### src/sv/alpha_blit_with_clipping_unit_assert.svh
// Assertion helpers for the blitter RTL.
`ifndef ALPHA_BLIT_WITH_CLIPPING_UNIT_ASSERT_SVH
`define ALPHA_BLIT_WITH_CLIPPING_UNIT_ASSERT_SVH

// Same-cycle implication, checked out of reset.
`define ABWC_ASSERT_NOW(label, clk, rst_n, ante, cons, msg) \
  label: assert property (@(posedge clk) disable iff (!rst_n) (ante) |-> (cons)) \
    else $error(msg);

// Next-cycle implication, checked out of reset.
`define ABWC_ASSERT_NEXT(label, clk, rst_n, ante, cons, msg) \
  label: assert property (@(posedge clk) disable iff (!rst_n) (ante) |=> (cons)) \
    else $error(msg);

`endif

### src/sv/abwc_pkg.sv
package abwc_pkg;

  localparam int CMD_W      = 2;
  localparam int COORD_W    = 11;
  localparam int POS_W      = 12;
  localparam int SIZE_W     = 9;
  localparam int COUNT_W    = 8;
  localparam int MODE_W     = 2;
  localparam int ALPHA_W    = 8;
  localparam int COLOR_W    = 32;
  localparam int CFG_IDX_W  = 2;
  localparam int CFG_DATA_W = 9;

  // Slave tdata layout, lowest field first.
  localparam int OX_LSB     = 0;
  localparam int OY_LSB     = OX_LSB + COORD_W;
  localparam int RW_LSB     = OY_LSB + COORD_W;
  localparam int RH_LSB     = RW_LSB + SIZE_W;
  localparam int BM_LSB     = RH_LSB + SIZE_W;
  localparam int CA_LSB     = BM_LSB + MODE_W;
  localparam int PC_LSB     = CA_LSB + ALPHA_W;
  localparam int IN_BITS    = PC_LSB + COLOR_W;
  localparam int IN_DATA_W  = ((IN_BITS + 7) / 8) * 8;
  localparam int OUT_USER_W = 2;

  localparam logic [CMD_W-1:0] CMD_BEGIN = 2'd0;
  localparam logic [CMD_W-1:0] CMD_PIXEL = 2'd1;
  localparam logic [CMD_W-1:0] CMD_READ  = 2'd2;

  localparam logic [MODE_W-1:0] MODE_COPY        = 2'd0;
  localparam logic [MODE_W-1:0] MODE_SRC_ALPHA   = 2'd1;
  localparam logic [MODE_W-1:0] MODE_CONST_ALPHA = 2'd2;

  localparam logic [CFG_IDX_W-1:0] REG_SURF_W = 2'd0;
  localparam logic [CFG_IDX_W-1:0] REG_SURF_H = 2'd1;

  localparam logic [SIZE_W-1:0] RECT_MAX = 9'd256;

  typedef struct packed {
    logic is_pixel;
    logic is_read;
    logic on_surf;
    logic blend;
    logic last;
  } op_ctl_t;

endpackage

### src/sv/abwc_mix.sv
module abwc_mix (
  input  logic                         clk_i,
  input  logic                         en_i,
  input  logic [abwc_pkg::COLOR_W-1:0] src_i,
  input  logic [abwc_pkg::COLOR_W-1:0] dst_i,
  input  logic [abwc_pkg::ALPHA_W-1:0] alpha_i,
  output logic [abwc_pkg::COLOR_W-1:0] blend_o
);
  import abwc_pkg::*;

  localparam int CH_W  = 8;
  localparam int NCH   = 3;
  localparam int SUM_W = 2 * CH_W + 1;

  logic [SUM_W-1:0] sums_d [NCH];
  logic [SUM_W-1:0] sums_q [NCH];
  logic [CH_W-1:0]  dst_alpha_q;
  logic [CH_W-1:0]  chan [NCH];

  // Stage one: weighted sum per channel.
  always_comb begin
    logic [2*CH_W-1:0] p_src;
    logic [2*CH_W-1:0] p_dst;
    for (int c = 0; c < NCH; c++) begin
      p_src     = {{CH_W{1'b0}}, alpha_i} * {{CH_W{1'b0}}, src_i[CH_W*c +: CH_W]};
      p_dst     = {{CH_W{1'b0}}, ~alpha_i} * {{CH_W{1'b0}}, dst_i[CH_W*c +: CH_W]};
      sums_d[c] = {1'b0, p_src} + {1'b0, p_dst};
    end
  end

  always_ff @(posedge clk_i) begin
    if (en_i) begin
      sums_q      <= sums_d;
      dst_alpha_q <= dst_i[COLOR_W-1 -: CH_W];
    end
  end

  // Stage two: round to nearest and divide by 255 as (q + q/256 + 1) / 256.
  always_comb begin
    logic [SUM_W-1:0] q;
    logic [SUM_W-1:0] t;
    for (int c = 0; c < NCH; c++) begin
      q       = sums_q[c] + SUM_W'(127);
      t       = q + (q >> CH_W) + SUM_W'(1);
      chan[c] = t[2*CH_W-1:CH_W];
    end
  end

  assign blend_o = {dst_alpha_q, chan[2], chan[1], chan[0]};

endmodule

### config.mk
export PLATFORM = sky130hd
export DESIGN_NAME = abwc_mix
export DESIGN_NICKNAME = d
export VERILOG_FILES = /design/src/sv/alpha_blit_with_clipping_unit_assert.svh /design/src/sv/abwc_pkg.sv /design/src/sv/abwc_mix.sv
export SDC_FILE = /design/constraint.sdc
export NUM_CORES = 1
export LEC_CHECK = 0
export BUFFER_PORTS_ARGS = -buffer_cell sky130_fd_sc_hd__clkbuf_2
export CAP_MARGIN = 20
export CORE_ASPECT_RATIO = 0.5
export CORE_MARGIN = 3
export CORE_UTILIZATION = 44
export DETAILED_ROUTE_END_ITERATION = 10
export GPL_ROUTABILITY_DRIVEN = 0
export GPL_TIMING_DRIVEN = 0
export SETUP_SLACK_MARGIN = 0.5
export SLEW_MARGIN = 25
export SYNTH_ARGS = -nofsm -noshare
export SYNTH_HDL_FRONTEND = slang
export SYNTH_SLANG_ARGS = --single-unit
### constraint.sdc
create_clock -name clk_i -period 6.6 [get_ports clk_i]
set_clock_uncertainty 0.15 [all_clocks]
set_input_delay 0.99 -clock clk_i [delete_from_list [all_inputs] [get_ports clk_i]]
set_output_delay 0.99 -clock clk_i [all_outputs]
set_load 0.05 [all_outputs]
# After elaboration in Yosys (flattened, before gate mapping)
# Cells that the tools add are included.
# op_classes
addsub	12
n_mul	6
bitwise	1
# op_table
operator	count
$mul 8x8->16	6
$add 16x16->17	3
$add 17x7->17 const B	3
$add 16x1->16 const B	3
$add 16x9->16	3
$not 8->8	1
# totals
ff_bits	59
in_bits	74
output_inout_bits	32
word_cells	23

# Longest topological paths before layout
# Gate-level depths: netlist of the first run.
# logic_depth
ltp_word	3
ltp_mapped	22
depth_no_buf	20

# Worst setup path after synthesis of the first run
# OpenSTA, ideal clock, no wires.
# synth_timing
path_type	input port to flip-flop
startpoint	input alpha_i[6] in the netlist's numbering
endpoint	register sums_q[16] in the netlist's numbering (data pin)
setup_time_ns	0.167
t_arrival_ns	6.209
t_required_ns	6.283
slack_ns	0.074
cell_stages	19
path_buffers	2
cell_sequence	clkbuf_1 > clkbuf_1 > nand2_1 > fa_1 > fa_1 > inv_1 > fa_1 > fa_1 > fa_1 > inv_1 > fa_1 > inv_1 > ha_1 > or2_2 > a21oi_1 > nor3b_1 > o31ai_1 > nor2_1 > a211oi_1
# synth_rtl
item	line	rtl
start: declaration	abwc_mix.sv:6	input logic [abwc_pkg::ALPHA_W-1:0] alpha_i,
end signal: assignment	abwc_mix.sv:33	sums_q <= sums_d;
end: declaration	abwc_mix.sv:16	logic [SUM_W-1:0] sums_q [NCH];

==> results of run 1 <==
-- routing by layer --
layer,vias up,routed length [um],GRT usage (%)
met2,262,20370,35.08
li1,6232,-,-
met1,6399,20460,30.12
met3,40,2393,3.411
met4,6,674,4.297
met5,-,38,0
-- what timing repair did --
action                                  4_1_cts  5_1_grt
pin swaps                                     7       44
cloned                                        0        1
resized for setup                            51       98
endpoints found under the setup margin       22       12
setup buffers                                 4       29
-- cell usage in the layout (no fill, tap or decap), types with 6 or more instances in the layout --
master       n
a211oi_1    18
a21o_1      13
a21oi_1     34
a31oi_1      9
and2_1     122
buf_12       7
buf_2        7
buf_4       36
buf_8        7
clkbuf_16   15
clkbuf_2    91
clkbuf_4     6
edfxtp_1    59
fa_1       288
ha_1       210
ha_4         8
inv_1      421
inv_2        6
nand2_1    103
nand2b_1    58
nand3_1     17
nand4_1     15
nor2_1      58
nor2b_1    133
nor3_1      27
nor4_1       7
o21a_1      14
o21ai_0     19
or4_1        6
xnor2_1     46
xor2_1      40
-- how the worst max path moves through the flow --
| stage | start | to | slack [ns] | cells after the start |
|---|---|---|---|---|
| 6_report | alpha_i[6] | sums_q[33] | 0.53 | 20 |
| 5_1_grt | alpha_i[6] | sums_q[33] | 0.45 | 20 |
| 4_1_cts | alpha_i[4] | sums_q[50] | 0.50 | 20 |
| 3_5_place_dp | alpha_i[1] | sums_q[16] | -0.49 | 20 |
| 3_3_place_gp | alpha_i[1] | sums_q[16] | -0.55 | 20 |
| 2_1_floorplan | alpha_i[1] | sums_q[16] | 0.47 | 20 |
-- registers in the layout (all words and copies together) (netlist names) --
name,cells
dst_alpha_q,8
sums_q,51
-- area by class of cell --
cell class / instances / share of cell area [%]
multi-input combinational: 1372 / 71.69
sequential: 59 / 8.887
inverter: 427 / 8.039
timing repair buffer: 124 / 3.809
tap: 520 / 3.263
buffer: 46 / 2.893
clock buffer: 9 / 1.130
clock inverter: 6 / 0.2887
-- kinds of logic (layout without fill, tap and decap cells) --
family / after synthesis / count (layout)
AO/OA/AOI/OAI: 168 / 168
XOR/XNOR: 86 / 86
adder cells (fa/ha/maj): 510 / 510
buffers and inverters: 473 / 612
flip-flops: 59 / 59
multiplexers: 6 / 6
other: 1 / 3
AND/OR/NAND/NOR: 599 / 599
-- critical path, delay by kind of cell --
family	cells	cell delay, ns
compound gates	5	0.93
fa+ha+maj	7	3.21
buf+inv	6	0.48
simple gates	2	0.42
-- per-stage QoR --
step / setup TNS (ns) / hold WS (ns) / utilization, % / instances
after floorplan: 0 / 0.9389 / - / 1904
after CTS: 0 / 0.6252 / 50.61 / 2533
after global placement: -4.342 / 1.016 / 49.20 / 2513
after global routing: 0 / 0.6383 / 51.99 / 2563
after detailed placement: -4.178 / 1.019 / 49.28 / 2514
final: 0 / 0.6441 / 51.99 / 2563
-- synth_stat cells (all sizes together), types with 3 or more instances --
cell type,count,area (um^2)
a21oi,39,198.9
nand2,104,397.9
a311oi,3,26.28
o21ba,4,40.04
a31oi,11,68.82
nor3,30,172.7
xnor2,46,402.9
o311ai,4,35.03
nor4b,4,35.03
clkbuf,43,161.4
mux2,4,48.79
nor2,59,221.5
a21boi,3,26.27
nand4,15,93.84
or3,4,25.02
or4b,3,30.03
nor2b,136,850.8
nand2b,62,387.9
nor4,10,98.84
edfxtp,59,1772
ha,219,2740
a211oi,20,150.1
o211ai,5,37.54
nand3,17,85.08
o21a,14,105.1
or4,6,45.04
and2,126,788.3
xor2,40,350.3
nor3b,9,72.57
and4,3,26.28
o21ai,24,120.1
inv,427,1603
o31ai,7,52.55
and3,4,25.02
or2,3,18.77
a21o,14,106.4
fa,291,5826
==> reports/qor.txt, run 1 <==
status: complete, no violations
Die ar.: 42,410 um^2
vias in the first global route: 13,170
DR iter-0 viols: 725
Root Driver: clkbuf_16
complex-gate fraction of the synthesized area: 6.546%
Post-Synth Adder-Cell Area: 48.87%
DR DRC count: 0
Die Y-Extent: 147.1 um
Post-DP Area: 18,900 um^2
simple-gate share of the synthesized area: 19.45%
Post-Route WL: 43.94 mm
clock sink count: 59
Total GRT Usage: 21.41%
kind of start point of the critical path: input port
Multi-input gate area: 14,290 um^2
CP endpoint kind: flip-flop
# rows: 50
post-route ant nets: 0
Setup WS post-layout: 0.5345 ns
fin nets: 2,623
synth warn: 0
Post-Synth XOR/XNOR Area: 4.298%
Hold Startpoint: dst_i[29]
Chip Width: 288.3 um
pin count of the biggest net entering global routing: 45
Required @ worst endpoint: 6.61 ns
global-route wire length before repair: 70.86 mm
sequential area share after synthesis: 10.11%
fin crit share: 91.90%
post-place setup slack: -0.4897 ns
clock slew at reported path FFs: 0.07 ns
Min-Delay Endpoint: dst_alpha_q[5]
# diodes: 0
Starting Density: 45.70%
critical path's largest stage delay: 0.53 ns
EDFF count, synth: 59
crit-path cells: buf_12 -> buf_12 -> and2_1 -> fa_1 -> inv_1 -> fa_1 -> inv_1 -> fa_1 -> fa_1 -> fa_1 -> inv_1 -> fa_1 -> inv_1 -> ha_4 -> a21o_1 -> a21o_1 -> a21oi_4 -> a2bb2oi_4 -> a21oi_1 -> nor3b_2
RSZ-0062 raised after global routing: true
Design Area, Final: 19,940 um^2
initial antenna violation count: 4
DP HPWL: 35.73 mm
drt first pass iters: 5
synthesized area per cell: 9.215 um^2
CTS tree: yes
Core ar.: 38,350 um^2
WS Path Type: input port to flip-flop
Fmax: 164.9 MHz
Hold/Removal Path Class: input port to flip-flop
Syn Std Cell Area: 17,530 um^2
hold path cells: 1
H-tree depth: 3
# fillers: 3,542
Area Growth Syn to Fin: 13.75%
CP most frequent cell: fa_1
DR vias: 12,940
Async SR Flop Fraction: 0%
Most used DFF post-synth: edfxtp_1
Worst Tran Pin Value: 0.9244 ns
Overflow after GRT: 0
Slew Viols, Final: 0
Period minus WS final: 6.065 ns
Reg area: 1772 um^2
CTS Buf Count: 9
largest family of logic cells by synthesized area: adder cells
Final Setup Violations: 0
mux contribution to synthesized area: 0.3926%
clock tree buffer depth: 2
routed len/inst: 17.14 um
Slowest-stage cell, CP: fa_1
Rel. slew slack: 37.81%
Max Fanout on Critical Path: 11
post-synth cell types: 71
# port buffers: 89
CTS Hold Buffers Added: 0
Post-Synthesis Cells: 1,902
register bit count reported by yosys: 59
Fin. Hold Viols: 0
share of cells above drive strength 1: 12.73%
crit path DAT: 6.07 ns
post-DR vias/cell: 5.048
number of top-level pins: 106
number of max-cap violations: 0
Power of run 1 is left out: the tool's default activity adds up to more than one toggle a clock period on the data nets, which glitch-free logic cannot reach.
==> run 2: changes to the inputs <==
--- a/config.mk
+++ b/config.mk
@@ -12,7 +12,6 @@
 export CORE_UTILIZATION = 44
 export DETAILED_ROUTE_END_ITERATION = 10
 export GPL_ROUTABILITY_DRIVEN = 0
-export GPL_TIMING_DRIVEN = 0
 export SETUP_SLACK_MARGIN = 0.5
 export SLEW_MARGIN = 25
 export SYNTH_ARGS = -nofsm -noshare
==> run 2 against run 1 <==
  * Sequential share of layout area fell by 0.071 points
  * Via count fell by 0.70%
  * Die area did not move
  * Sequential cell count did not move
  * Worst hold slack improved by 0.0065 ns
  * Core utilization rose by 0.42 points
  * Routed wire length fell by 8.2%
==> reports/qor.txt, run 2 (same netlist as run 1, synthesis figures left out) <==
number of max-cap violations: 0
non-filler cells, final: 2,587
WS Path Type: input port to flip-flop
crit-path cells: buf_6 -> buf_12 -> buf_4 -> and2_1 -> fa_1 -> inv_1 -> fa_1 -> fa_1 -> inv_1 -> fa_1 -> fa_1 -> inv_1 -> fa_1 -> inv_1 -> ha_2 -> and2_1 -> o21a_1 -> o31ai_4 -> buf_4 -> xnor2_1
critical path's largest stage delay: 0.54 ns
DR iter-0 viols: 717
Hold Startpoint: dst_i[29]
largest registers: sums_q x51, dst_alpha_q x8
fin nets: 2,646
Die Y-Extent: 147.1 um
kind of start point of the critical path: input port
Total GRT Usage: 19.51%
share of cells above drive strength 1: 14.13%
Max Fanout on Critical Path: 8
Final Setup Violations: 0
Starting Density: 45.70%
CTS tree: yes
most frequent cells in the layout: inv_1, fa_1, ha_1
routed len/inst: 15.59 um
DP HPWL: 32.31 mm
Rel. slew slack: 34.57%
hold path cells: 1
RSZ-0062 raised after global routing: true
Reg area: 1772 um^2
status: complete, no violations
most common cell after layout, fill and taps aside: inv_1
Area Growth Syn to Fin: 14.67%
clock slew at reported path FFs: 0.06 ns
crit path DAT: 5.93 ns
Fin Setup TNS: 0 ns
CP most frequent cell: fa_1
# port buffers: 97
Post-Route WL: 40.32 mm
global-route wire length before repair: 67.25 mm
clock tree buffer depth: 2
post-route ant nets: 0
initial antenna violation count: 0
CTS Hold Buffers Added: 0
Worst Tran Pin Value: 0.9725 ns
Period minus WS final: 5.981 ns
CTS Buf Count: 9
DR vias: 12,850
Die ar.: 42,410 um^2
Hold/Removal Path Class: input port to flip-flop
Overflow after GRT: 0
Core ar.: 38,350 um^2
Fmax: 167.2 MHz
# fillers: 3,595
# rows: 50
Multi-input gate area: 14,290 um^2
pin count of the biggest net entering global routing: 60
Worst path depth: 20
H-tree depth: 3
clock sink count: 59
Min-Delay Endpoint: dst_alpha_q[5]
Slowest-stage cell, CP: fa_1
CP endpoint kind: flip-flop
drt first pass iters: 5
CP delay by family, top: adder cells
WP buf/inv: 8
Fin. Hold Viols: 0
max reg flops: 51
Root Driver: clkbuf_16
DR DRC count: 0
Slew Viols, Final: 0
number of top-level pins: 106
fin crit share: 90.62%
Required @ worst endpoint: 6.55 ns
post-DR vias/cell: 4.966
Reg with most FFs: sums_q
Chip Width: 288.3 um
vias in the first global route: 13,220
dpl cells: 2,542
[run 2: routing by layer]
metal | vias to the layer above | track usage (%) | share of wire (%)
li1 | 6273 | - | -
met1 | 6380 | 28.35 | 50
met2 | 160 | 31.79 | 46
met3 | 35 | 2.326 | 2.8
met4 | 0 | 3.236 | 1.3
met5 | - | 0 | 0
[run 2: final cells by class]
type / instances / share of cell area (%)
Tap cell: 520 / 3.237
Sequential cell: 59 / 8.815
Clock inverter: 6 / 0.2864
Inverter: 427 / 7.975
Clock buffer: 9 / 1.121
Multi-Input combinational cell: 1372 / 71.10
Timing Repair Buffer: 193 / 7.452
Antenna cell: 1 / 0.01245
[run 2: what timing repair did]
action,in CTS,in global routing
buffers inserted,0,23
pin swaps,2,47
endpoints found under the hold margin,0,0
cloned,0,6
gates resized for setup,10,87
setup endpoints to repair,9,17
[run 2: through the flow]
| stage | hold slack (ns) | util (%) | setup WS [ns] | area [um^2] |
|---|---|---|---|---|
| floorplan | 0.9389 | - | 0.4669 | 17770 |
| global placement | 1.017 | 49.96 | 0.04343 | 19160 |
| detailed placement | 1.019 | 49.96 | 0.01047 | 19160 |
| CTS | 0.6399 | 50.79 | 0.5106 | 19480 |
| global route | 0.6489 | 52.40 | 0.4211 | 20100 |
| finish | 0.6505 | 52.41 | 0.6190 | 20100 |
[run 2: worst max path at each step]
stage / from / to
after CTS: alpha_i[4] / sums_q[33]
after global routing: alpha_i[1] / sums_q[15]
final: alpha_i[4] / sums_q[14]
after global placement: alpha_i[5] / sums_q[50]
after detailed placement: alpha_i[5] / sums_q[48]
after floorplan: alpha_i[1] / sums_q[16]
Power of run 2 is left out for the same reason.
==> run 3: changes to the inputs <==
--- a/config.mk
+++ b/config.mk
@@ -6,7 +6,6 @@
 export NUM_CORES = 1
 export LEC_CHECK = 0
 export BUFFER_PORTS_ARGS = -buffer_cell sky130_fd_sc_hd__clkbuf_2
-export CAP_MARGIN = 20
 export CORE_ASPECT_RATIO = 0.5
 export CORE_MARGIN = 3
 export CORE_UTILIZATION = 44
==> constraint.sdc (replaced) <==
create_clock -name clk_i -period 5 [get_ports clk_i]
set_clock_uncertainty 0.15 [all_clocks]
set_input_delay 0.75 -clock clk_i [delete_from_list [all_inputs] [get_ports clk_i]]
set_output_delay 0.75 -clock clk_i [all_outputs]
set_load 0.05 [all_outputs]
==> run 3 against run 2 <==
  * The run now ends with setup timing left
  * Worst hold slack worse by 0.25 ns
  * Cell area is 18% higher
  * Routed wire length is 11% higher
  * Critical endpoint is now sums_q[49]
  * Largest cell class unchanged
  * First-iteration DRC count is 17% lower
  * Non-clock buffer count is 228 higher
  * Sequential share of layout area is 1.3 points lower
  * Die area stayed put
  * Core utilization is 9.2 points higher
  * Clock-buffer cell count is 1 higher
==> reports/qor.txt, run 3 (same netlist as run 1, synthesis figures left out) <==
share of cells above drive strength 1: 32.29%
Multi-input gate area: 15,680 um^2
clock slew at reported path FFs: 0.07 ns
CP delay by family, top: adder cells
clock sink count: 59
Die Y-Extent: 147.1 um
Total GRT Usage: 21.37%
CTS Buf Count: 9
number of top-level pins: 106
Hold/Removal Path Class: input port to flip-flop
Fmax: 176.2 MHz
H-tree depth: 3
DR iter-0 viols: 595
Period minus WS final: 5.676 ns
Slew Viols, Final: 0
Setup WS post-layout: -0.6758 ns
# fillers: 3,202
fin crit share: 113.5%
Die ar.: 42,410 um^2
pin count of the biggest net entering global routing: 34
Slowest-stage cell, CP: fa_1
# port buffers: 97
number of max-cap violations: 0
DR DRC count: 0
critical path's largest stage delay: 0.56 ns
Core ar.: 38,350 um^2
Area Growth Syn to Fin: 34.82%
WS Path Type: input port to flip-flop
post-DR vias/cell: 4.930
failing checks: setup timing
Reg area: 1772 um^2
WP buf/inv: 6
crit-path cells: clkbuf_16 -> buf_12 -> nor2b_4 -> fa_1 -> inv_2 -> fa_1 -> inv_2 -> fa_1 -> fa_1 -> fa_1 -> inv_2 -> fa_1 -> inv_2 -> ha_4 -> or2_4 -> o311a_1 -> nand4_1 -> a31oi_2 -> or4_1 -> nand4_1
Overflow after GRT: 0
crit path DAT: 5.74 ns
Chip Width: 288.3 um
Starting Density: 45.70%
post-route ant nets: 0
most common cell after layout, fill and taps aside: inv_1
largest registers: sums_q x51, dst_alpha_q x8
initial antenna violation count: 1
RSZ-0062 raised after global routing: true
DP HPWL: 34.95 mm
# rows: 50
vias in the first global route: 14,020
clock tree buffer depth: 2
Worst Tran Pin Value: 0.7502 ns
kind of start point of the critical path: input port
global-route wire length before repair: 72.71 mm
CP endpoint kind: flip-flop
CP most frequent cell: fa_1
Post-Route WL: 44.66 mm
Reg with most FFs: sums_q
status: finished with violations
drt first pass iters: 5
Required @ worst endpoint: 5.07 ns
Max Fanout on Critical Path: 7
routed len/inst: 15.86 um
Core Util, Final: 61.61%
CTS tree: yes
most frequent cells in the layout: inv_1, fa_1, buf_4
Root Driver: clkbuf_16
max reg flops: 51
CTS Hold Buffers Added: 0
Rel. slew slack: 49.99%
Final Setup Violations: 31
Fin. Hold Viols: 0
fin nets: 2,874
DR vias: 13,880
-- run 3: cell count changes in the layout (fill, tap and decap cells not counted), sizes merged --
| cell | change |
|---|---|
| inv | +1 |
| clkinv | -1 |
| bufinv | -1 |
| clkbuf | -14 |
| clkinvlp | +1 |
| buf | +243 |
-- run 3: cell type report --
| cell class | count | share of cell area [%] |
|---|---|---|
| diodes | 1 | 0.01059 |
| clock buffers | 10 | 0.9690 |
| clock inverters | 6 | 0.1747 |
| inverters | 427 | 6.794 |
| multi-input cells | 1372 | 66.36 |
| flip-flops and latches | 59 | 7.498 |
| well taps | 520 | 2.754 |
| repair buffers | 421 | 15.44 |
-- run 3: path summary, 6_finish.rpt --
path | startpoint | to | slack, ns | cells past startpoint
worst max-delay path | alpha_i[3] | sums_q[49] | -0.68 | 20
worst min-delay path | dst_i[30] | dst_alpha_q[6] | 0.40 | 1
-- run 3: repair_timing --
| item | in CTS | in global routing |
|---|---|---|
| gates cloned | 3 | 4 |
| setup buffers | 49 | 50 |
| pin swaps | 77 | 140 |
| resized for setup | 179 | 214 |
| setup endpoints to repair | 62 | 62 |
-- run 3: metrics by stage --
stage                     instances  setup WS (ns)  TNS, ns  hold slack [ns]  cell area, um^2
after floorplan                1904        -0.8782   -13.93           0.6989            18400
after global placement         2693         -1.050   -26.50           0.7770            20790
after detailed placement       2693         -1.131   -28.21           0.7789            20790
after CTS                      2761        -0.6813   -13.19           0.3888            22310
after global routing           2816        -0.8710   -18.30           0.3973            23630
final                          2816        -0.6758   -13.77           0.4045            23630
-- run 3: routing by layer --
layer / GRT usage [%] / vias up / wire, um
li1: - / 6743 / -
met1: 31.88 / 6891 / 21640
met2: 33.86 / 218 / 21090
met3: 2.419 / 30 / 1444
met4: 3.741 / 0 / 495
met5: 0 / - / 0
Power of run 3 is left out for the same reason.
