[src/sv/alpha_blit_with_clipping_unit_assert.svh]
// Assertion helpers for the blitter RTL.
`ifndef ALPHA_BLIT_WITH_CLIPPING_UNIT_ASSERT_SVH
`define ALPHA_BLIT_WITH_CLIPPING_UNIT_ASSERT_SVH

// Same-cycle implication, checked out of reset.
`define ABWC_ASSERT_NOW(label, clk, rst_n, ante, cons, msg) \
  label: assert property (@(posedge clk) disable iff (!rst_n) (ante) |-> (cons)) \
    else $error(msg);

// Next-cycle implication, checked out of reset.
`define ABWC_ASSERT_NEXT(label, clk, rst_n, ante, cons, msg) \
  label: assert property (@(posedge clk) disable iff (!rst_n) (ante) |=> (cons)) \
    else $error(msg);

`endif

[src/sv/abwc_pkg.sv]
package abwc_pkg;

  localparam int CMD_W      = 2;
  localparam int COORD_W    = 11;
  localparam int POS_W      = 12;
  localparam int SIZE_W     = 9;
  localparam int COUNT_W    = 8;
  localparam int MODE_W     = 2;
  localparam int ALPHA_W    = 8;
  localparam int COLOR_W    = 32;
  localparam int CFG_IDX_W  = 2;
  localparam int CFG_DATA_W = 9;

  // Slave tdata layout, lowest field first.
  localparam int OX_LSB     = 0;
  localparam int OY_LSB     = OX_LSB + COORD_W;
  localparam int RW_LSB     = OY_LSB + COORD_W;
  localparam int RH_LSB     = RW_LSB + SIZE_W;
  localparam int BM_LSB     = RH_LSB + SIZE_W;
  localparam int CA_LSB     = BM_LSB + MODE_W;
  localparam int PC_LSB     = CA_LSB + ALPHA_W;
  localparam int IN_BITS    = PC_LSB + COLOR_W;
  localparam int IN_DATA_W  = ((IN_BITS + 7) / 8) * 8;
  localparam int OUT_USER_W = 2;

  localparam logic [CMD_W-1:0] CMD_BEGIN = 2'd0;
  localparam logic [CMD_W-1:0] CMD_PIXEL = 2'd1;
  localparam logic [CMD_W-1:0] CMD_READ  = 2'd2;

  localparam logic [MODE_W-1:0] MODE_COPY        = 2'd0;
  localparam logic [MODE_W-1:0] MODE_SRC_ALPHA   = 2'd1;
  localparam logic [MODE_W-1:0] MODE_CONST_ALPHA = 2'd2;

  localparam logic [CFG_IDX_W-1:0] REG_SURF_W = 2'd0;
  localparam logic [CFG_IDX_W-1:0] REG_SURF_H = 2'd1;

  localparam logic [SIZE_W-1:0] RECT_MAX = 9'd256;

  typedef struct packed {
    logic is_pixel;
    logic is_read;
    logic on_surf;
    logic blend;
    logic last;
  } op_ctl_t;

endpackage

[src/sv/abwc_front.sv]
module abwc_front #(
  parameter int MAX_W = 256,
  parameter int MAX_H = 256,
  localparam int AW = (MAX_W * MAX_H > 1) ? $clog2(MAX_W * MAX_H) : 1
) (
  input  logic                             clk_i,
  input  logic                             rst_ni,
  input  logic                             cfg_we_i,
  input  logic [abwc_pkg::CFG_IDX_W-1:0]   cfg_index_i,
  input  logic [abwc_pkg::CFG_DATA_W-1:0]  cfg_data_i,
  input  logic                             fire_i,
  input  logic [abwc_pkg::CMD_W-1:0]       cmd_i,
  input  logic signed [abwc_pkg::COORD_W-1:0] origin_x_i,
  input  logic signed [abwc_pkg::COORD_W-1:0] origin_y_i,
  input  logic [abwc_pkg::SIZE_W-1:0]      rect_width_i,
  input  logic [abwc_pkg::SIZE_W-1:0]      rect_height_i,
  input  logic [abwc_pkg::MODE_W-1:0]      blend_mode_i,
  input  logic [abwc_pkg::ALPHA_W-1:0]     const_alpha_i,
  input  logic [abwc_pkg::ALPHA_W-1:0]     pixel_alpha_i,
  output abwc_pkg::op_ctl_t                ctl_o,
  output logic [AW-1:0]                    addr_o,
  output logic [abwc_pkg::ALPHA_W-1:0]     alpha_o
);
  import abwc_pkg::*;

  localparam int SW_MAX = (MAX_W < 511) ? MAX_W : 511;
  localparam int SH_MAX = (MAX_H < 511) ? MAX_H : 511;
  localparam int SW_RST = (MAX_W < 256) ? MAX_W : 256;
  localparam int SH_RST = (MAX_H < 256) ? MAX_H : 256;

  function automatic logic [SIZE_W-1:0] clamp_size(input logic [SIZE_W-1:0] v,
                                                   input logic [SIZE_W-1:0] hi);
    logic [SIZE_W-1:0] r;
    if (v == '0) begin
      r = SIZE_W'(1);
    end else if (v > hi) begin
      r = hi;
    end else begin
      r = v;
    end
    return r;
  endfunction

  logic [SIZE_W-1:0]         sw_q, sh_q;
  logic signed [COORD_W-1:0] org_x_q, org_y_q;
  logic [SIZE_W-1:0]         cols_q, rows_q;
  logic [MODE_W-1:0]         mode_q;
  logic [ALPHA_W-1:0]        alpha_q;
  logic [COUNT_W-1:0]        col_q, row_q;

  logic                      is_pixel, is_read;
  logic [POS_W-1:0]          pos_x, pos_y;
  logic                      on_surf;
  logic                      col_last, row_last;
  logic [SIZE_W-1:0]         x_lo, y_lo;

  assign is_pixel = (cmd_i == CMD_PIXEL);
  assign is_read  = (cmd_i == CMD_READ);

  always_comb begin
    if (is_read) begin
      pos_x = {origin_x_i[COORD_W-1], origin_x_i};
      pos_y = {origin_y_i[COORD_W-1], origin_y_i};
    end else begin
      pos_x = {org_x_q[COORD_W-1], org_x_q} + {{(POS_W-COUNT_W){1'b0}}, col_q};
      pos_y = {org_y_q[COORD_W-1], org_y_q} + {{(POS_W-COUNT_W){1'b0}}, row_q};
    end
  end

  assign on_surf = !pos_x[POS_W-1] && !pos_y[POS_W-1] &&
                   (pos_x[POS_W-2:0] < {{(POS_W-1-SIZE_W){1'b0}}, sw_q}) &&
                   (pos_y[POS_W-2:0] < {{(POS_W-1-SIZE_W){1'b0}}, sh_q});

  // On the surface both coordinates stay below the register limits.
  assign x_lo   = pos_x[SIZE_W-1:0];
  assign y_lo   = pos_y[SIZE_W-1:0];
  assign addr_o = AW'(32'(y_lo) * MAX_W + 32'(x_lo));

  assign col_last = (SIZE_W'(col_q) + SIZE_W'(1)) >= cols_q;
  assign row_last = (SIZE_W'(row_q) + SIZE_W'(1)) >= rows_q;

  assign ctl_o.is_pixel = is_pixel;
  assign ctl_o.is_read  = is_read;
  assign ctl_o.on_surf  = on_surf;
  assign ctl_o.blend    = (mode_q == MODE_SRC_ALPHA) || (mode_q == MODE_CONST_ALPHA);
  assign ctl_o.last     = is_pixel && col_last && row_last;
  assign alpha_o        = (mode_q == MODE_SRC_ALPHA) ? pixel_alpha_i : alpha_q;

  always_ff @(posedge clk_i or negedge rst_ni) begin
    if (!rst_ni) begin
      sw_q    <= SIZE_W'(SW_RST);
      sh_q    <= SIZE_W'(SH_RST);
      org_x_q <= '0;
      org_y_q <= '0;
      cols_q  <= SIZE_W'(1);
      rows_q  <= SIZE_W'(1);
      mode_q  <= MODE_COPY;
      alpha_q <= '0;
      col_q   <= '0;
      row_q   <= '0;
    end else begin
      if (cfg_we_i) begin
        if (cfg_index_i == REG_SURF_W) begin
          sw_q <= clamp_size(cfg_data_i, SIZE_W'(SW_MAX));
        end else if (cfg_index_i == REG_SURF_H) begin
          sh_q <= clamp_size(cfg_data_i, SIZE_W'(SH_MAX));
        end
      end
      if (fire_i) begin
        unique case (cmd_i)
          CMD_BEGIN: begin
            org_x_q <= origin_x_i;
            org_y_q <= origin_y_i;
            cols_q  <= clamp_size(rect_width_i, RECT_MAX);
            rows_q  <= clamp_size(rect_height_i, RECT_MAX);
            mode_q  <= blend_mode_i;
            alpha_q <= const_alpha_i;
            col_q   <= '0;
            row_q   <= '0;
          end
          CMD_PIXEL: begin
            // Advance in raster order, wrapping back to the top-left corner.
            if (col_last) begin
              col_q <= '0;
              row_q <= row_last ? '0 : row_q + COUNT_W'(1);
            end else begin
              col_q <= col_q + COUNT_W'(1);
            end
          end
          default: begin
          end
        endcase
      end
    end
  end

endmodule

[config.mk]
export PLATFORM = sky130hd
export DESIGN_NAME = abwc_front
export DESIGN_NICKNAME = d
export VERILOG_FILES = /design/src/sv/alpha_blit_with_clipping_unit_assert.svh /design/src/sv/abwc_pkg.sv /design/src/sv/abwc_front.sv
export SDC_FILE = /design/constraint.sdc
export NUM_CORES = 1
export LEC_CHECK = 0
export BUFFER_PORTS_ARGS = -buffer_cell sky130_fd_sc_hd__buf_2
export CAP_MARGIN = 20
export CORE_ASPECT_RATIO = 0.5
export CORE_UTILIZATION = 35
export CTS_CLUSTER_SIZE = 25
export DETAILED_ROUTE_END_ITERATION = 8
export RECOVER_POWER = 25
export SYNTH_ARGS = -nofsm -noshare
export SYNTH_HDL_FRONTEND = slang
export SYNTH_SLANG_ARGS = --single-unit
export TNS_END_PERCENT = 20
[constraint.sdc]
create_clock -name clk_i -period 6.6 [get_ports clk_i]
set_clock_uncertainty 0.2 [all_clocks]
set_input_delay 0.66 -clock clk_i [delete_from_list [all_inputs] [get_ports clk_i]]
set_output_delay 0.66 -clock clk_i [all_outputs]
set_load 0.1 [all_outputs]
; Word level (Yosys, flattened, before mapping)
; Cells that the tools add are included.
[totals]
regBits = 84
input_bits = 75
output_inout_bits = 29
wordCells = 64
[classes]
addsub = 7
magnitude_cmp = 7
n_eq_ne = 6
muxes = 14
n_bitwise = 1
reduce_logical = 19
[op_table]
columns = operator, count
row1 = 2-to-1 mux 9 bit, 6
row2 = 2-to-1 mux 8 bit, 4
row3 = one-hot mux 8 bit (2 select lines), 2
row4 = > comparator 9 bit (second input constant), 3
row5 = logical NOT 9 bit, 3
row6 = adder 11 x 9 -> 12 bit, 2
row7 = 2-to-1 mux 12 bit, 2
row8 = < comparator 11 x 9 -> 1 bit, 2
row9 = adder 8 x 1 -> 9 bit (second input constant), 2
row10 = >= comparator 9 bit, 2
row11 = adder 16 x 9 -> 16 bit, 1
row12 = adder 8 x 1 -> 8 bit (second input constant), 2
row13 = equality test 2 x 1 -> 1 bit (second input constant), 3
row14 = AND reduction 2 bit, 3
row15 = AND reduction 3 bit, 2
row16 = logical AND 1 bit, 5
row17 = equality test 2 bit (second input constant), 2
row18 = logical NOT 2 bit, 2
row19 = logical NOT 1 bit, 2
row20 = != test 2 x 1 -> 1 bit (second input constant), 1
row21 = nonzero test 2 bit, 1
row22 = logical OR 1 bit, 1
row23 = NOT 1 bit, 1

; Logic depth before layout (Yosys ltp)
; Gate-level depths: netlist (run 1).
[depth]
depth_word = 6
depth_mapped = 15
depth_no_buf = 15

; Least setup slack after synthesis (run 1)
; No wires, ideal clock.
[synth_timing]
kind = register to output
startpoint = register col_q[2]
endpoint = output port ctl_o[2] (netlist name)
arrival_time_ps = 5168
t_required_ps = 5740
setup_slack_ps = 572
stages_incl_launch_ff = 12
path_buffers = 1
cell_sequence = dfrtp_1 > ha_1 > nor2b_1 > o31a_1 > o21a_1 > o21a_1 > o31ai_1 > ha_1 > o211ai_1 > a21oi_1 > nor4_1 > buf_4
[synth_between]
elab_chain_cells = 6
word_cells_on_any_way = 7
cone_classes = add/sub (1) / order compare (1) / mux (1) / reduce/logical (4)
[synth_lines]
columns = element, line
row1 = start: declaration, abwc_front.sv:49  ; logic [COUNT_W-1:0] col_q, row_q;
row2 = start signal: assignment, abwc_front.sv:127  ; col_q <= col_q + COUNT_W'(1);
row3 = adder 11 x 9 -> 12 bit (*), abwc_front.sv:65  ; pos_x = {org_x_q[COORD_W-1], org_x_q} + {{(POS_W-COUNT_W){1'b0}}, col_q};
row4 = 2-to-1 mux 12 bit (*), abwc_front.sv:61  ; if (is_read) begin
row5 = branches (longest 2 deep; another with < comparator 11 x 9 -> 1 bit), -
row6 = logical AND 1 bit (*), abwc_front.sv:70  ; assign on_surf = !pos_x[POS_W-1] && !pos_y[POS_W-1] &&
row7 = logical AND 1 bit (*), abwc_front.sv:71  ; (pos_x[POS_W-2:0] < {{(POS_W-1-SIZE_W){1'b0}}, sw_q}) &&
row8 = end: declaration, abwc_front.sv:20  ; output abwc_pkg::op_ctl_t ctl_o,
; Every way passes the cells marked *.

==> results of run 1 <==
layout make-up:
class                      count  area (sq um)
clock buffer                  10           229
clock inverter                 5          77.6
fill                        1542          8930
inverter                      50           188
multi-input combinational    444          3250
sequential                    84          2110
tap                          204           255
timing repair buffer         107           541
tightest hold or removal path, cell delays in order, from the launching register on:
cell and delay (ns):
dfrtp_1 0.34, nand2_1 0.05, o21ai_0 0.06
per-layer routing:
metal  vias up  part of all wire (%)  wire length, um  GRT usage (%)
met5         -                     0                0              0
met3        10                   3.8              499           3.06
li1       2324                     -                -              -
met1      2124                    50             6520           22.7
met4         0                  0.94              123           4.03
met2       115                    46             5990           27.9
kinds of logic after synthesis:
logic type      after synthesis  synth area share, %
flops                        84                 37.4
xor+xnor                     25                 3.88
simple gates                168                 15.1
buf+inv                      71                 5.04
compound gates              146                 16.1
fa+ha+maj                    57                 12.9
mux                          48                 9.56
registers in the layout, indices dropped and copies added, names as in the netlist:
register and flops:
org_x_q 11, org_y_q 11, cols_q 9, rows_q 9
sh_q 9, sw_q 9, alpha_q 8, col_q 8
row_q 8, mode_q 2
power groups by stage:
stage | combinational (mW) | sequential (mW) | clock, mW
after detailed placement | 0.708 | 0.636 | 0
after floorplan | 0.573 | 0.623 | 0
final | 0.704 | 0.627 | 0.538
after global routing | 0.765 | 0.637 | 0.571
after global placement | 0.699 | 0.634 | 0
after CTS | 0.710 | 0.627 | 0.550
layout by cell type (no fill, tap or decap), types with 3 or more instances in the layout:
master	n
nor3_1	11
a31o_2	3
and3_1	13
o21bai_1	3
a22o_1	3
buf_2	102
o21a_1	6
clkbuf_1	3
a21oi_1	29
a211oi_1	5
nor2b_1	5
inv_1	50
ha_1	55
a31oi_1	4
nor4_1	4
nand2b_1	29
o21ai_0	54
mux2_2	47
a21o_1	9
dfrtp_1	80
xnor2_1	10
o211ai_1	4
o31ai_1	8
clkbuf_16	9
nor2_1	18
a32o_1	4
nand3_1	15
xor2_1	15
nand2_1	56
dfstp_2	4
through the flow:
| step | util (%) | cells | hold slack (ns) | setup slack (ns) |
|---|---|---|---|---|
| 2_1_floorplan | - | 599 | 0.164 | 0.572 |
| 3_3_place_gp | 40.7 | 887 | 0.265 | 1.80 |
| 3_5_place_dp | 40.7 | 887 | 0.271 | 1.64 |
| 4_1_cts | 42.6 | 902 | 0.286 | 1.21 |
| 5_1_grt | 42.7 | 904 | 0.303 | 0.867 |
| 6_report | 42.7 | 904 | 0.279 | 1.15 |
path summary, 6_finish.rpt:
| path | endpoint | slack, ns | cells past startpoint |
|---|---|---|---|
| max in group asynchronous | sh_q[6] | 1.98 | 2 |
| worst min-delay path | sh_q[4] | 0.28 | 2 |
| min in group asynchronous | alpha_q[2] | 0.47 | 1 |
| worst max-delay path | ctl_o[2] | 1.15 | 15 |
| worst min register to register | sh_q[4] | 0.28 | 2 |
| worst max register to register | row_q[6] | 3.40 | 12 |
==> flow_summary.json, run 1 <==
{
  "failed_checks": "max-capacitance violations, max-slew violations",
  "seqPwrFrac_pct": 33.5,
  "startpoint_type": "flop",
  "drc_errors": 0,
  "portBuffers": 103,
  "nNetsFinal": 828,
  "grt_start_max_net_pins": 85,
  "antenna_found_initial": 0,
  "syn_nets": 731,
  "die_h_um": 91.8,
  "dieArea_sq_um": 16700,
  "post-route-period-util_pct": 82.6,
  "clk_latency_ns": 0.33,
  "gp_congestion": 0.916,
  "cts_resized": 0,
  "worstSetupEndpointType": "output port",
  "avgSynthCellArea_sq_um": 9.41,
  "synth-main-ff-cell": "dfrtp_1",
  "synth_most_common_cell": "dfrtp_1",
  "grt_pass1_wl_um": 22300,
  "hp-start": "sh_q[4]",
  "overflow": 0,
  "timing.rr.start": "col_q[0]",
  "wirelength_um": 13100,
  "dp_hpwl_um": 10000,
  "p_int_mw": 1.11,
  "hold_path.class": "flop to flop",
  "netlist_area_sq_um": 5640,
  "clkTransAtPathRegs_ns": 0.06,
  "htree_levels": 3,
  "combPwrFrac_pct": 37.7,
  "ys_top_cells_by_area": "dfrtp_1 36%, ha_1 12%, mux2_2 9.4%",
  "slowest_delay_ns": 0.52,
  "cp.required_ns": 5.74,
  "p_per_area_nw_per_um2": 281,
  "grtUsageTotal_pct": 16.8,
  "syn_inst": 599,
  "cp_top_family": "compound AO/OA/AOI/OAI gates",
  "stdcell_area_sq_um": 6650,
  "worst_slew_pin_slew_ns": 3.27,
  "num_vias": 4573,
  "avgViaCountPerCell": 5.06,
  "crit_chain": "ha_1 -> inv_1 -> fa_1 -> nor2b_1 -> o31a_1 -> o21a_1 -> o21a_1 -> o21ai_0 -> and3_1 -> o31ai_1 -> ha_1 -> a2111oi_0 -> nand3_1 -> nor4_1 -> buf_2",
  "hold_buffers": 0,
  "setup_tns_ns": 0,
  "netlist_top_cells_count": "80 x dfrtp_1, 57 x nand2_1, 55 x ha_1",
  "ys_seq_area_share_pct": 37.4,
  "diodes": 0,
  "synth-edff-count": 0,
  "p_total_mw": 1.87,
  "critPathArrivalTime_ns": 4.59,
  "cts_sinks": 84,
  "initial_core_util_pct": 36.2,
  "grt_pass1_vias": 4520,
  "cp_max_fo": 6,
  "hold_viol_final": 0,
  "criticalPathCategory": "flop to output port",
  "placed_cell_area_sq_um": 6330,
  "slew_headroom_pct": -118,
  "synthArstFlopShare_pct": 100,
  "wire_per_inst_um": 14.5,
  "cts_setup_buffers": 0,
  "peakVddDrop_mv": 0.152,
  "grt_setup_unrepaired": "false",
  "drtIter0Drc": 161,
  "status": "finished with violations",
  "clockPowerShare_pct": 28.8,
  "rows": 32,
  "swShare_pct": 40.4,
  "switchingPower_mw": 0.755,
  "coreArea_sq_um": 15600,
  "io_pins": 104,
  "first_pass_iters": 5,
  "cts_tree": "done",
  "critPathBufInv": 2,
  "max_cap_violations": 1,
  "synth_warnings": 0,
  "yosys.area.top_type_share_pct": 35.5,
  "critPathLaunch": "col_q[0]",
  "cts_root_buf": "clkbuf_16",
  "setup-violations-final": 0,
  "ys_ff_latch": 84,
  "cts_buffers": 9,
  "leakagePower_nw": 3.21,
  "postRouteAntennaNets": 0,
  "max_freq_mhz": 183,
  "areaGrowthSynthToFinish_pct": 17.9,
  "die_x_um": 182,
  "min_period_ns": 5.45,
  "drive_gt1_share_pct": 25.4,
  "slew_viol_final": 60,
  "synth_area_leader_cell": "dfrtp_1",
  "slowest_stage": "buf_2",
  "clk_path_buf_depth": 2,
  "synth.distinct_cells": 56
}
(Power assumes the default switching activity.)
==> run 2: changes to the inputs <==
clock period = 5.5 ns   (was 6.6 ns; I/O delays follow)
==> run 2 against run 1 <==
The flow still finishes with violations (max-capacitance violations, max-slew violations). Combinational power grew 21%. Routed wire length rose by 1.6%. Non-clock buffer count is the same. Largest power group unchanged. Largest cell class unchanged. Die area unchanged. Power grew 17%.
==> flow_summary.json, run 2 (synthesis results as in run 1) <==
{
  "setup-violations-final": 0,
  "wirelength_um": 13400,
  "clkTransAtPathRegs_ns": 0.07,
  "dp_hpwl_um": 10200,
  "peakVddDrop_mv": 0.146,
  "slew_viol_final": 74,
  "stdcell_area_sq_um": 6630,
  "post-route-period-util_pct": 92.6,
  "clk_path_buf_depth": 2,
  "setup_tns_ns": 0,
  "hold_viol_final": 0,
  "max_freq_mhz": 196,
  "rows": 32,
  "criticalPathCategory": "flop to output port",
  "gp_congestion": 0.858,
  "avgViaCountPerCell": 5.00,
  "drc_errors": 0,
  "clk_latency_ns": 0.34,
  "worst_slew_pin_slew_ns": 1.86,
  "grt_pass1_vias": 4469,
  "cts_setup_buffers": 0,
  "grt_setup_unrepaired": "false",
  "io_pins": 104,
  "p_per_area_nw_per_um2": 330,
  "grt_start_max_net_pins": 74,
  "cts_tree": "done",
  "first_pass_iters": 4,
  "dieArea_sq_um": 16700,
  "cp_max_fo": 6,
  "layout_common_cells": "100 x buf_2, 80 x dfrtp_1, 57 x nand2_1",
  "cts_buffers": 9,
  "failed_checks": "max-capacitance violations, max-slew violations",
  "reg_top3": "org_x_q: 11 flops, org_y_q: 11 flops",
  "nNetsFinal": 828,
  "crit_chain": "ha_1 -> inv_1 -> fa_1 -> nor2b_1 -> o31a_1 -> o21a_1 -> o21a_1 -> o21ai_0 -> and3_1 -> o31ai_1 -> ha_1 -> a2111oi_0 -> nand3_1 -> nor4_2 -> buf_4",
  "num_vias": 4527,
  "cts_sinks": 84,
  "fillers": 1550,
  "areaGrowthSynthToFinish_pct": 17.6,
  "cp.required_ns": 4.75,
  "startpoint_type": "flop",
  "slowest_delay_ns": 0.45,
  "critPathBufInv": 2,
  "die_x_um": 182,
  "overflow": 0,
  "placed_cell_area_sq_um": 6350,
  "grt_pass1_wl_um": 21900,
  "hold_path.class": "input port to flop",
  "slew_headroom_pct": -23.9,
  "diodes": 0,
  "worstSetupEndpointType": "output port",
  "cp_top_family": "compound AO/OA/AOI/OAI gates",
  "critPathArrivalTime_ns": 4.34,
  "final_common_cell": "buf_2",
  "drive_gt1_share_pct": 25.5,
  "antenna_found_initial": 0,
  "min_period_ns": 5.09,
  "initial_core_util_pct": 36.2,
  "htree_levels": 3,
  "status": "finished with violations",
  "p_total_mw": 2.19,
  "cts_root_buf": "clkbuf_16",
  "wire_per_inst_um": 14.8,
  "post-route-util_pct": 42.6,
  "max_cap_violations": 1,
  "leakagePower_nw": 3.19,
  "die_h_um": 91.8,
  "postRouteAntennaNets": 0,
  "coreArea_sq_um": 15600,
  "grtUsageTotal_pct": 16.6,
  "portBuffers": 103,
  "drtIter0Drc": 125,
  "slowest_stage": "dfrtp_1"
}
run 2: cell count changes in the layout (fill, tap and decap cells not counted), moves of 2 or more:
cell	previous run	this run
buf_2	102	100
clkinvlp_4	1	3
o21ai_1	2	4
bufinv_16	2	0
o21ai_0	54	52
run 2: path summary, 6_finish.rpt:
check                                  from          to  slack, ns  depth (start not counted)
max in group asynchronous            rst_ni     sh_q[1]       2.32                          3
min in group asynchronous            rst_ni   cols_q[5]       0.54                          2
setup reg to reg                   col_q[0]    col_q[6]       1.75                         12
hold reg to reg                     sh_q[3]     sh_q[3]       0.28                          2
hold / removal             const_alpha_i[0]  alpha_q[0]       0.24                          2
setup / recovery                   col_q[0]    ctl_o[2]       0.41                         15
run 2: per-layer routing:
layer / vias to the layer above / wire length (um) / GRT usage [%]
met4: 0 / 113 / 5.08
met3: 9 / 547 / 2.90
li1: 2319 / - / -
met2: 98 / 6140 / 28.2
met5: - / 0 / 0
met1: 2101 / 6550 / 21.6
run 2: stage by stage:
stage                     hold WS, ns  std cells  setup WS, ns
after floorplan                0.0544        599         0.429
after global routing            0.233        905        0.0322
after CTS                       0.223        905         0.201
final                           0.240        905         0.407
after detailed placement        0.199        888         0.639
after global placement          0.196        888         0.735
run 2: area by class of cell:
class | instances | area (sq um) | share of cell area, %
multi-input cells | 444 | 3260 | 49.1
repair buffers | 107 | 546 | 8.22
well taps | 204 | 255 | 3.85
clock buffers | 11 | 243 | 3.66
inverters | 50 | 188 | 2.83
clock inverters | 5 | 36.3 | 0.547
flip-flops and latches | 84 | 2110 | 31.8
run 2: what timing repair did:
item,in CTS,in global routing
gates resized for setup,0,3
setup endpoints to repair,0,1
endpoints found under the hold margin,11,0
hold buffers,1,0
run 2: power by group:
| group | total (mW) | internal (mW) | switching [mW] |
|---|---|---|---|
| clock | 0.590 | 0.320 | 0.270 |
| combinational | 0.850 | 0.244 | 0.605 |
| sequential | 0.753 | 0.701 | 0.0518 |
| total | 2.19 | 1.26 | 0.927 |
==> run 3: changes to the inputs <==
CORE_MARGIN = 2   (was default)
CORE_UTILIZATION = 57   (was 35)
PLACE_DENSITY = 0.81   (was default)
==> run 3 against run 2 <==
The flow still finishes with violations (max-capacitance violations, max-slew violations). Die area shrank 35%. Design area shrank 1.3%. Via count grew 4.3%. Critical path type unchanged. Critical endpoint unchanged. Highest routed layer unchanged.
==> flow_summary.json, run 3 (synthesis results as in run 1) <==
{
  "rows": 25,
  "nNetsFinal": 829,
  "antenna_found_initial": 0,
  "leakagePower_nw": 3.20,
  "status": "finished with violations",
  "post-route-util_pct": 68.6,
  "clk_latency_ns": 0.34,
  "grt_pass1_wl_um": 21300,
  "portBuffers": 103,
  "setup_tns_ns": 0,
  "hold_viol_final": 0,
  "worstSetupEndpointType": "output port",
  "multiInputGateArea_sq_um": 3260,
  "slowest_delay_ns": 0.45,
  "crit_chain": "ha_1 -> inv_1 -> fa_1 -> nor2b_1 -> o31a_1 -> o21a_1 -> o21a_1 -> o21ai_0 -> and3_1 -> o31ai_1 -> ha_1 -> a2111oi_0 -> nand3_1 -> nor4_2 -> buf_4",
  "startpoint_type": "flop",
  "reg_top3": "org_x_q: 11 flops, org_y_q: 11 flops",
  "hold_path.class": "input port to flop",
  "clkTransAtPathRegs_ns": 0.06,
  "hp-start": "blend_mode_i[1]",
  "drive_gt1_share_pct": 25.2,
  "failed_checks": "max-capacitance violations, max-slew violations",
  "fillers": 765,
  "slew_headroom_pct": -91.4,
  "placed_cell_area_sq_um": 6260,
  "stdcell_area_sq_um": 6550,
  "layout_common_cells": "100 x buf_2, 80 x dfrtp_1, 56 x nand2_1",
  "areaGrowthSynthToFinish_pct": 16.1,
  "grt_pass1_vias": 4536,
  "overflow": 0,
  "drtIter0Drc": 244,
  "critPathArrivalTime_ns": 4.35,
  "grt_setup_unrepaired": "false",
  "p_per_area_nw_per_um2": 330,
  "postRouteAntennaNets": 0,
  "initial_core_util_pct": 59.1,
  "wire_per_inst_um": 15.6,
  "post-place-ws_ns": 0.741,
  "cp_max_fo": 6,
  "rr_endpoint": "col_q[6]",
  "seq_area_sq_um": 2110,
  "worst_slew_pin_slew_ns": 2.87,
  "drc_errors": 0,
  "diodes": 0,
  "cts_buffers": 9,
  "final_common_cell": "buf_2",
  "post-route-period-util_pct": 92.7,
  "hold_end": "mode_q[1]",
  "peakVddDrop_mv": 0.193,
  "cts_tree": "done",
  "setup_ws_ns": 0.400,
  "reg2reg_depth": 12,
  "dp_cells": 819,
  "clk_path_buf_depth": 2,
  "stdcell_count": 837,
  "grtUsageTotal_pct": 25.8,
  "max_cap_violations": 1,
  "die_x_um": 145,
  "cts_sinks": 84,
  "criticalPathCategory": "flop to output port",
  "slowest_stage": "a2111oi_0",
  "cts_root_buf": "clkbuf_16",
  "num_vias": 4721,
  "avgViaCountPerCell": 5.64,
  "setup-violations-final": 0,
  "first_pass_iters": 5,
  "max_freq_mhz": 196,
  "io_pins": 104,
  "grt_start_max_net_pins": 84,
  "cp.required_ns": 4.75,
  "coreArea_sq_um": 9540,
  "hold_depth": 2,
  "rrSetupSlack_ns": 1.85,
  "slew_viol_final": 66,
  "timing.rr.start": "col_q[0]",
  "dp_hpwl_um": 9910,
  "die_h_um": 74.3,
  "htree_levels": 3,
  "dieArea_sq_um": 10800,
  "min_period_ns": 5.10,
  "gp_congestion": 0.925,
  "wirelength_um": 13100
}
==> run 3: changes by cell type in the layout (fill, tap and decap cells not counted), sizes merged <==
cell          before  now
clkinv             1    3
clkinvlp           3    1
clkbuf            14   15
dlymetal6s2s       0    1
inv               51   50
==> run 3: layout make-up <==
| type | instances | share of cell area [%] |
|---|---|---|
| clock inverter | 4 | 0.401 |
| tap | 135 | 2.58 |
| clock buffer | 12 | 3.61 |
| timing repair buffer | 108 | 8.51 |
| sequential | 84 | 32.2 |
| multi-input combinational | 444 | 49.8 |
| inverter | 50 | 2.87 |
==> run 3: worst max-delay path by stage <==
stage,from,endpoint,cells after the start
2_1_floorplan,col_q[3],ctl_o[2],11
3_3_place_gp,col_q[0],ctl_o[2],15
3_5_place_dp,col_q[0],ctl_o[2],15
4_1_cts,col_q[0],ctl_o[2],15
5_1_grt,col_q[0],ctl_o[2],15
6_report,col_q[0],ctl_o[2],15
==> run 3: what timing repair did <==
item | CTS | global route
setup endpoints to repair | 0 | 1
hold buffers | 1 | 0
endpoints found under the hold margin | 1 | 0
resized for setup | 0 | 3
buffers inserted | 0 | 0
==> run 3: layer usage <==
layer	track usage, %	routed length, um	part of all wire (%)	vias up
li1	-	-	-	2325
met1	33.4	5940	45	2224
met2	44.2	6100	47	157
met3	5.73	864	6.6	15
met4	8.20	180	1.4	0
met5	0	0	0	-
==> run 3: through the flow <==
stage / hold WS, ns / power, mW
CTS: 0.232 / 2.17
finish: 0.240 / 2.16
global route: 0.243 / 2.27
global placement: 0.131 / 1.59
floorplan: 0.0544 / 1.44
detailed placement: 0.131 / 1.61
==> run 3: critical path, delay by kind of cell, from the launching register on <==
kind	cells	cell delay [ns]
compound gates	6	1.36
fa+ha+maj	3	0.89
simple gates	4	0.89
flops	1	0.44
buf+inv	2	0.41
==> run 3: power breakdown <==
| group | total [mW] | switching (mW) | internal [mW] |
|---|---|---|---|
| logic | 0.853 | 0.608 | 0.246 |
| clock network | 0.553 | 0.247 | 0.306 |
| registers | 0.755 | 0.0536 | 0.701 |
| total | 2.16 | 0.908 | 1.25 |
